===== src/sv/poac_pkg.sv =====
// Shared types, constants and codes of the patrol controller core.
package poac_pkg;

  localparam int ENC_WIDTH = 32;
  localparam int IR_WIDTH  = 16;

  localparam int IN_DATA_W  = 144;
  localparam int OUT_DATA_W = 32;
  localparam int CFG_IDX_W  = 3;

  localparam logic [1:0] MODE_DRIVE = 2'd0;
  localparam logic [1:0] MODE_AVOID = 2'd1;
  localparam logic [1:0] MODE_HALF  = 2'd2;

  localparam logic [CFG_IDX_W-1:0] CFG_CRUISE_SPEED    = 3'd0;
  localparam logic [CFG_IDX_W-1:0] CFG_TURN_SPEED      = 3'd1;
  localparam logic [CFG_IDX_W-1:0] CFG_LEG_LIMIT       = 3'd2;
  localparam logic [CFG_IDX_W-1:0] CFG_HALF_TURN_LIMIT = 3'd3;
  localparam logic [CFG_IDX_W-1:0] CFG_IR_OBSTACLE     = 3'd4;
  localparam logic [CFG_IDX_W-1:0] CFG_IR_CLEAR        = 3'd5;

  typedef struct packed {
    logic [10:0] cruise_speed;
    logic [10:0] turn_speed;
    logic [31:0] leg_limit;
    logic [31:0] half_turn_limit;
    logic [15:0] obstacle_level;
    logic [15:0] clear_level;
  } cfg_t;

  // Raw tick as captured from the input channel.
  typedef struct packed {
    logic                 valid;
    logic [ENC_WIDTH-1:0] enc_left;
    logic [ENC_WIDTH-1:0] enc_right;
    logic [IR_WIDTH-1:0]  ir_front;
    logic [IR_WIDTH-1:0]  ir_front_left;
    logic [IR_WIDTH-1:0]  ir_front_right;
    logic [IR_WIDTH-1:0]  ir_side_left;
    logic [IR_WIDTH-1:0]  ir_side_right;
  } raw_t;

  // Tick after the delta stage.
  typedef struct packed {
    logic                 valid;
    logic                 prime;
    logic [ENC_WIDTH-1:0] dl;
    logic [ENC_WIDTH-1:0] dr;
    logic                 hit;
    logic                 clear;
    logic                 pick_left;
  } mid_t;

  // Tick ready for the mode update.
  typedef struct packed {
    logic                 valid;
    logic                 prime;
    logic                 fwd_pos;
    logic [ENC_WIDTH-1:0] fwd_mag;
    logic [ENC_WIDTH:0]   diff_mag;
    logic                 hit;
    logic                 clear;
    logic                 pick_left;
  } prep_t;

  typedef struct packed {
    logic [11:0] speed_left;
    logic [11:0] speed_right;
    logic [1:0]  mode_now;
  } res_t;

endpackage


===== src/sv/poac_prep.sv =====
// Encoder delta and proximity preprocessing, two registered stages.
module poac_prep (
  input  logic           clk,
  input  logic           rst_n,
  input  logic           en,
  input  poac_pkg::cfg_t cfg,
  input  poac_pkg::raw_t raw,
  output poac_pkg::prep_t prep
);
  import poac_pkg::*;

  logic [ENC_WIDTH-1:0] last_left_r, last_right_r;
  logic                 primed_r;
  mid_t                 mid_r, mid_nxt;
  prep_t                prep_r, prep_nxt;

  logic [IR_WIDTH-1:0]  front;
  logic [IR_WIDTH:0]    side_l, side_r;
  logic signed [ENC_WIDTH:0] fwd_s, diff_s, diff_abs;

  always_comb begin
    front = raw.ir_front;
    if (raw.ir_front_left > front) begin
      front = raw.ir_front_left;
    end
    if (raw.ir_front_right > front) begin
      front = raw.ir_front_right;
    end
    side_l = {1'b0, raw.ir_front_left} + {1'b0, raw.ir_side_left};
    side_r = {1'b0, raw.ir_front_right} + {1'b0, raw.ir_side_right};

    mid_nxt.valid     = raw.valid;
    mid_nxt.prime     = !primed_r;
    // Deltas wrap in the encoder width.
    mid_nxt.dl        = raw.enc_left - last_left_r;
    mid_nxt.dr        = raw.enc_right - last_right_r;
    mid_nxt.hit       = 16'(front) > cfg.obstacle_level;
    mid_nxt.clear     = 16'(front) < cfg.clear_level;
    mid_nxt.pick_left = side_l <= side_r;
  end

  always_comb begin
    fwd_s  = $signed({mid_r.dl[ENC_WIDTH-1], mid_r.dl}) +
             $signed({mid_r.dr[ENC_WIDTH-1], mid_r.dr});
    diff_s = $signed({mid_r.dr[ENC_WIDTH-1], mid_r.dr}) -
             $signed({mid_r.dl[ENC_WIDTH-1], mid_r.dl});
    diff_abs = diff_s[ENC_WIDTH] ? -diff_s : diff_s;

    prep_nxt.valid     = mid_r.valid;
    prep_nxt.prime     = mid_r.prime;
    prep_nxt.fwd_pos   = !fwd_s[ENC_WIDTH] && (fwd_s != '0);
    // A positive sum of two signed deltas always fits the encoder width.
    prep_nxt.fwd_mag   = fwd_s[ENC_WIDTH-1:0];
    prep_nxt.diff_mag  = diff_abs;
    prep_nxt.hit       = mid_r.hit;
    prep_nxt.clear     = mid_r.clear;
    prep_nxt.pick_left = mid_r.pick_left;
  end

  always_ff @(posedge clk) begin
    if (!rst_n) begin
      primed_r     <= 1'b0;
      last_left_r  <= '0;
      last_right_r <= '0;
      mid_r.valid  <= 1'b0;
      prep_r.valid <= 1'b0;
    end else if (en) begin
      if (raw.valid) begin
        primed_r     <= 1'b1;
        last_left_r  <= raw.enc_left;
        last_right_r <= raw.enc_right;
      end
      mid_r  <= mid_nxt;
      prep_r <= prep_nxt;
    end
  end

  assign prep = prep_r;

endmodule


===== src/sv/poac_mode.sv =====
// Mode state machine with leg and half-turn accumulators.
module poac_mode (
  input  logic            clk,
  input  logic            rst_n,
  input  logic            en,
  input  poac_pkg::cfg_t  cfg,
  input  poac_pkg::prep_t prep,
  output poac_pkg::res_t  res
);
  import poac_pkg::*;

  logic [1:0]  mode_r, mode_nxt;
  logic [31:0] leg_sum_r, leg_sum_nxt;
  logic [31:0] turn_sum_r, turn_sum_nxt;
  logic        spin_left_r, spin_left_nxt;
  logic        spin;
  logic [33:0] leg_add, turn_add;
  logic [31:0] leg_sat, turn_sat;
  logic signed [11:0] t_pos;

  always_comb begin
    leg_add  = {2'b00, leg_sum_r} + 34'(prep.fwd_mag);
    turn_add = {2'b00, turn_sum_r} + 34'(prep.diff_mag);
    leg_sat  = (leg_add[33:32] != 2'b00) ? 32'hFFFF_FFFF : leg_add[31:0];
    turn_sat = (turn_add[33:32] != 2'b00) ? 32'hFFFF_FFFF : turn_add[31:0];
    t_pos    = $signed({1'b0, cfg.turn_speed});

    mode_nxt      = mode_r;
    leg_sum_nxt   = leg_sum_r;
    turn_sum_nxt  = turn_sum_r;
    spin_left_nxt = spin_left_r;
    spin          = 1'b0;
    res.speed_left  = '0;
    res.speed_right = '0;

    if (!prep.prime) begin
      unique case (mode_r)
        MODE_AVOID: begin
          spin = 1'b1;
          if (prep.clear) begin
            mode_nxt = MODE_DRIVE;
          end
        end
        MODE_HALF: begin
          spin         = 1'b1;
          turn_sum_nxt = turn_sat;
          if (turn_sat >= cfg.half_turn_limit) begin
            mode_nxt    = MODE_DRIVE;
            leg_sum_nxt = '0;
          end
        end
        default: begin
          // Drive, and the unused code that behaves as drive.
          mode_nxt = MODE_DRIVE;
          if (prep.hit) begin
            spin_left_nxt = prep.pick_left;
            mode_nxt      = MODE_AVOID;
            spin          = 1'b1;
          end else begin
            if (prep.fwd_pos) begin
              leg_sum_nxt = leg_sat;
            end
            if (leg_sum_nxt >= cfg.leg_limit) begin
              mode_nxt      = MODE_HALF;
              turn_sum_nxt  = '0;
              spin_left_nxt = 1'b1;
              spin          = 1'b1;
            end else begin
              res.speed_left  = {1'b0, cfg.cruise_speed};
              res.speed_right = {1'b0, cfg.cruise_speed};
            end
          end
        end
      endcase
    end

    if (spin) begin
      res.speed_left  = spin_left_nxt ? 12'(-t_pos) : 12'(t_pos);
      res.speed_right = spin_left_nxt ? 12'(t_pos) : 12'(-t_pos);
    end
    res.mode_now = mode_nxt;
  end

  always_ff @(posedge clk) begin
    if (!rst_n) begin
      mode_r      <= MODE_DRIVE;
      leg_sum_r   <= '0;
      turn_sum_r  <= '0;
      spin_left_r <= 1'b1;
    end else if (en && prep.valid) begin
      mode_r      <= mode_nxt;
      leg_sum_r   <= leg_sum_nxt;
      turn_sum_r  <= turn_sum_nxt;
      spin_left_r <= spin_left_nxt;
    end
  end

endmodule


===== src/sv/patrol_obstacle_avoid_controller_core.sv =====
// Top level of the patrol controller core with obstacle avoidance.
//
//   channel  | direction | beat contents
//   ---------+-----------+------------------------------------------------
//   in_      | slave     | one control tick: encoder counts, IR readings
//   out_     | master    | wheel speed commands and mode after the tick
//   cfg_     | slave     | register index and write data
//
// One tick is accepted per cycle while the output is not stalled.
// The input register, two preprocessing stages and the output register form
// one pipeline that advances whenever the output register is free or drained.
// A stalled output holds the whole pipeline and deasserts in_tready.
// Reset is synchronous; config writes are always accepted.
module patrol_obstacle_avoid_controller_core (
  input  logic                                clk,
  input  logic                                rst_n,
  input  logic                                in_tvalid,
  output logic                                in_tready,
  // enc_left[31:0], enc_right[63:32], ir_front[79:64], ir_front_left[95:80],
  // ir_front_right[111:96], ir_side_left[127:112], ir_side_right[143:128]
  input  logic [poac_pkg::IN_DATA_W-1:0]      in_tdata,
  output logic                                out_tvalid,
  input  logic                                out_tready,
  // speed_left[11:0], speed_right[23:12], mode_now[25:24], zero fill above
  output logic [poac_pkg::OUT_DATA_W-1:0]     out_tdata,
  input  logic                                cfg_valid,
  output logic                                cfg_ready,
  input  logic [poac_pkg::CFG_IDX_W-1:0]      cfg_index,
  input  logic [31:0]                         cfg_data
);
  import poac_pkg::*;

  logic  en;
  cfg_t  cfg_r;
  raw_t  in_r, in_nxt;
  prep_t prep;
  res_t  res;
  logic  out_valid_r;
  logic [OUT_DATA_W-1:0] out_data_r;

  assign en        = !out_valid_r || out_tready;
  assign in_tready = en;
  assign cfg_ready = 1'b1;

  always_comb begin
    in_nxt.valid          = in_tvalid;
    in_nxt.enc_left       = in_tdata[ENC_WIDTH-1:0];
    in_nxt.enc_right      = in_tdata[32 +: ENC_WIDTH];
    in_nxt.ir_front       = in_tdata[64 +: IR_WIDTH];
    in_nxt.ir_front_left  = in_tdata[80 +: IR_WIDTH];
    in_nxt.ir_front_right = in_tdata[96 +: IR_WIDTH];
    in_nxt.ir_side_left   = in_tdata[112 +: IR_WIDTH];
    in_nxt.ir_side_right  = in_tdata[128 +: IR_WIDTH];
  end

  always_ff @(posedge clk) begin
    if (!rst_n) begin
      cfg_r.cruise_speed    <= 11'd150;
      cfg_r.turn_speed      <= 11'd120;
      cfg_r.leg_limit       <= 32'd294800;
      cfg_r.half_turn_limit <= 32'd48808;
      cfg_r.obstacle_level  <= 16'd500;
      cfg_r.clear_level     <= 16'd300;
    end else if (cfg_valid) begin
      unique case (cfg_index)
        CFG_CRUISE_SPEED:    cfg_r.cruise_speed    <= cfg_data[10:0];
        CFG_TURN_SPEED:      cfg_r.turn_speed      <= cfg_data[10:0];
        CFG_LEG_LIMIT:       cfg_r.leg_limit       <= cfg_data;
        CFG_HALF_TURN_LIMIT: cfg_r.half_turn_limit <= cfg_data;
        CFG_IR_OBSTACLE:     cfg_r.obstacle_level  <= cfg_data[15:0];
        CFG_IR_CLEAR:        cfg_r.clear_level     <= cfg_data[15:0];
        default: begin
        end
      endcase
    end
  end

  always_ff @(posedge clk) begin
    if (!rst_n) begin
      in_r.valid  <= 1'b0;
      out_valid_r <= 1'b0;
    end else if (en) begin
      in_r        <= in_nxt;
      out_valid_r <= prep.valid;
    end
  end

  always_ff @(posedge clk) begin
    if (en) begin
      out_data_r <= {6'd0, res.mode_now, res.speed_right, res.speed_left};
    end
  end

  poac_prep u_prep (
    .clk   (clk),
    .rst_n (rst_n),
    .en    (en),
    .cfg   (cfg_r),
    .raw   (in_r),
    .prep  (prep)
  );

  poac_mode u_mode (
    .clk   (clk),
    .rst_n (rst_n),
    .en    (en),
    .cfg   (cfg_r),
    .prep  (prep),
    .res   (res)
  );

  assign out_tvalid = out_valid_r;
  assign out_tdata  = out_data_r;

endmodule


===== config.mk =====
export PLATFORM = sky130hd
export DESIGN_NAME = patrol_obstacle_avoid_controller_core
export DESIGN_NICKNAME = d
export VERILOG_FILES = /design/src/sv/poac_pkg.sv /design/src/sv/poac_prep.sv /design/src/sv/poac_mode.sv /design/src/sv/patrol_obstacle_avoid_controller_core.sv
export SDC_FILE = /design/constraint.sdc
export NUM_CORES = 2
export LEC_CHECK = 0
export ABC_AREA = 1
export BUFFER_PORTS_ARGS = -buffer_cell sky130_fd_sc_hd__buf_2
export CAP_MARGIN = 40
export CORE_MARGIN = 2
export CORE_UTILIZATION = 47
export CTS_BUF_LIST = sky130_fd_sc_hd__clkbuf_8
export DETAILED_ROUTE_END_ITERATION = 8
export PLACE_DENSITY = 0.75
export SLEW_MARGIN = 15
export SYNTH_ARGS = -nofsm -noshare
export SYNTH_HDL_FRONTEND = slang
export SYNTH_HIERARCHICAL = 1
export SYNTH_SLANG_ARGS = --single-unit

===== constraint.sdc =====
create_clock -name clk -period 16.5 [get_ports clk]
set_input_delay 0.825 -clock clk [delete_from_list [all_inputs] [get_ports clk]]
set_output_delay 0.825 -clock clk [all_outputs]
set_load 0.02 [all_outputs]

==> implementation parameters <==
Parameter                              Value

Drt
  Final routed wirelength across all metal layers    112 mm
  Final routed DRC violation total    0
  Final ANT Viol Nets    0
  Post-detailed-route via-to-cell ratio    5.34
  Total number of vias    34500
  Violation count after the first detailed-routing iteration    2697
  First drt pass iteration count    6
  Detailed-route wire length per cell    17.3 um

Synthesis
  Number of synthesized flops with an enable pin    just over 300
  Main combinational cell family by area after synthesis    simple AND/OR/NAND/NOR gates
  Warnings from Yosys    6
  Synth Instances    5099
  Share of flip-flops with an asynchronous set or reset    0%
  Count of cell types in the netlist    between 60 and 70
  Area fraction in compound gates after synthesis    11.6%
  Number of synthesized register bits    561
  Mux contribution to synthesized area    0%
  Library cell occupying the most area in the post-synthesis netlist    edfxtp_1
  Xor/xnor cell area share of the yosys netlist    4.34%
  Synth area leaders    edfxtp_1 24%, dfxtp_1 13%, nand2_1 12%
  Top flip-flop cell by instance count after synthesis    edfxtp_1
  Simple-gate portion of the synthesized area    25.5%
  Cell Area, Synth    38400 um2
  Adder-cell share of the synthesized area    12.5%
  Portion of the post-synthesis area used by sequential elements    between 30 and 40%
  Mean post-synth cell area    7.53 um2
  Area share of the leading cell type in the synthesized netlist    roughly 24%

Floorplanning
  Initial core utilization    47.6%
  Die Outline Area    84000 um2
  Die boundary height    290 um
  Core region area    80700 um2
  Die outline width    290 um
  Cell row count    104
  Boundary pin count    219

Clocking
  Clock Sinks    561
  Clock transition at the register clock pins on the worst setup and hold paths after CTS    60 ps
  Number of buffers inserted by hold repair at cts    0
  CTS tree    built
  Clock latency reported for the late side of the worst-skew pair    ~730 ps
  Deepest level of the CTS H-tree    3
  Number of buffers created by CTS    98
  Buffer depth of the longest clock path    3
  Root buffer selected by CTS    clkbuf_8
  Post-cts resize count    0
  # Post-CTS Setup Buffers    0

Timing
  Count of endpoints failing setup in the final report    0
  Final critical path time including I/O delays and setup    5430 ps
  Fin. Hold Viols    0
  RSZ-0062 raised after global routing    false
  Worst clock skew    52.3 ps
  Remaining max-slew budget at the tightest pin    41.2%
  Highest achievable clock rate    184 MHz
  Setup TNS after final layout    0 ps
  Least-Margin Pin Slew    879 ps
  Fraction of the cycle the final worst path needs    32.9%
  Final setup slack of the worst path    11070 ps
  Total count of max-transition violations in the final report    0

Final layout
  Post-layout nets    5878
  Relative area change from synthesis to final layout    10.8%
  Commonest cells after routing, fill and taps aside    1239 x nand2_1, 744 x inv_1, 511 x nor2_1, 427 x a21oi_1, 370 x ha_1
  # fillers    7811
  Fraction of final layout cells sized beyond drive strength 1    9.37%
  Most common cell after layout, fill and taps aside    nand2_1

Worst setup path
  Largest driver fanout on the critical path    31
  Critical path endpoint category    flop
  Minimum setup slack among reg-to-reg paths    11070 ps
  Crit path kind    reg -> reg
  Worst Path Arrival    5880 ps
  Startpoint class of the critical path    flop
  Required time of the critical path    16950 ps

Place
  Quantity of I/O buffers inserted on ports    about 210
  Final weighted congestion in routability-driven placement    just over 1
  Worst setup slack before clock tree synthesis    11200 ps
  Post-DP HPWL    89.4 mm

Global route
  Overall global routing resource usage    26.0%
  Pin count of the biggest net entering global routing    101
  Grt peak-use layer    met2
  Routing usage on met1    34.2%
  Number of global-route vias before repair    32900
  Antenna violations before repair    3
  Met3 track utilization from global routing    4.29%
  Wire length of the first global-routing pass    175 mm
  GRT met2 Usage    43.0%
  Grt total ovfl    0

Power
  Largest vdd supply drop    0.0000961 V
  Leak Pwr    20.3 nW
  Power density cells    around 120 nW/um2

Flow run
  Reported max-cap violation count    0

Hold path
  Worst hold path type    in -> reg

Outcome
  Status    complete, no violations
## routing by layer
metal / up-vias / share of wire [%]
li1: 17200 / -
met1: 15900 / 44
met2: 1220 / 46
met3: 249 / 6.9
met4: 0 / 3.6
met5: - / 0
## state kept, by name, summed over array words and instances (netlist names)
signal	count
cfg_r	118
u_prep/last_right_r	32
u_prep/prep	70
u_prep/last_left_r	32
u_prep/mid_r	69
u_mode/turn_sum_r	32
u_prep/primed_r	1
in_r	145
u_mode/mode_r	2
u_mode/spin_left_r	1
out_tvalid	1
u_mode/leg_sum_r	32
out_tdata	26
## critical path, cell delays in order (launching register included)
cell and delay [ps]:
edfxtp_1 420, ha_1 350, a21oi_1 140, o21ai_0 100, nor2_1 150, nand2_1 90, nand2_1 660, o21ai_0 340
ha_1 410, nand4_1 160, nor2_1 200, nand2_1 70, nand2_1 50, nand2_1 60, inv_1 550, o21ai_0 370
ha_1 380, a21oi_1 150, nor2_1 50, a211oi_1 170, o221a_2 220, a32oi_1 50
## layout make-up
type / count / area, um2 / area share, %
repair buffers: 235 / 1380 / 3.25
inverters: 722 / 2720 / 6.39
flip-flops and latches: 561 / 14300 / 33.6
clock buffers: 112 / 1540 / 3.63
diodes: 3 / 7.51 / 0.0177
clock inverters: 71 / 509 / 1.20
well taps: 1060 / 1330 / 3.12
multi-input cells: 3698 / 20700 / 48.8
## synthesized netlist by cell type, types with 4 or more instances
cell      instances
a21boi_0         18
a21o_1           24
a21oi_1         427
a21oi_2           4
a31oi_1          20
and2_1            5
buf_1             5
buf_2            32
buf_4            20
buf_6             7
clkbuf_1         54
clkbuf_8          4
dfxtp_1         254
edfxtp_1        307
fa_1              8
ha_1            370
inv_1           709
inv_2            11
nand2_1        1240
nand2_2          20
nand2_4          10
nand3_1         320
nand3_2          14
nand3b_1          9
nand4_1          62
nor2_1          512
nor2_2           25
nor2_4            5
nor3_1           44
nor4_1           14
o211ai_1          7
o21a_1           15
o21ai_0         229
o21ai_1          21
o21bai_1         20
o22ai_1          10
or2_2            20
xnor2_1          56
xor2_1          127
xor2_2            4
## path summary, 6_finish.rpt
kind | startpoint | end | cells after the start
min | in_tdata[50] | in_r[98]$_DFFE_PP_ | 1
min reg2reg | u_prep/mid_r[1]$_DFFE_PP_ | u_prep/prep[1]$_DFFE_PP_ | 0
max | in_r[63]$_DFFE_PP_ | u_prep/mid_r[2]$_DFFE_PP_ | 21
max reg2reg | in_r[63]$_DFFE_PP_ | u_prep/mid_r[2]$_DFFE_PP_ | 21
## logic make-up (layout without fill, tap and decap cells)
family,count (synthesis),after routing
other cells,2,10
xor+xnor,187,187
buf+inv,845,1140
simple gates,2310,2310
compound gates,816,816
fa+ha+maj,378,378
flops,561,561
## stage by stage
| stage | hold WS (ps) | utilization, % | area (um2) | power, mW | cells |
|---|---|---|---|---|---|
| final | 272 | 52.7 | 42500 | 5.18 | 6462 |
| after detailed placement | 406 | 50.0 | 40400 | 3.82 | 6272 |
| after floorplan | 400 | - | 38400 | 3.22 | 5104 |
| after global routing | 227 | 52.7 | 42500 | 5.52 | 6462 |
| after global placement | 404 | 49.9 | 40300 | 3.80 | 6269 |
| after CTS | 214 | 52.6 | 42400 | 5.18 | 6455 |
## power breakdown
group          internal, mW  switching (mW)
sequential             1.69          0.0977
clock                 0.722           0.613
combinational         0.650            1.41
total                  3.07            2.12
No activity file was read; power rests on OpenSTA's default activity.
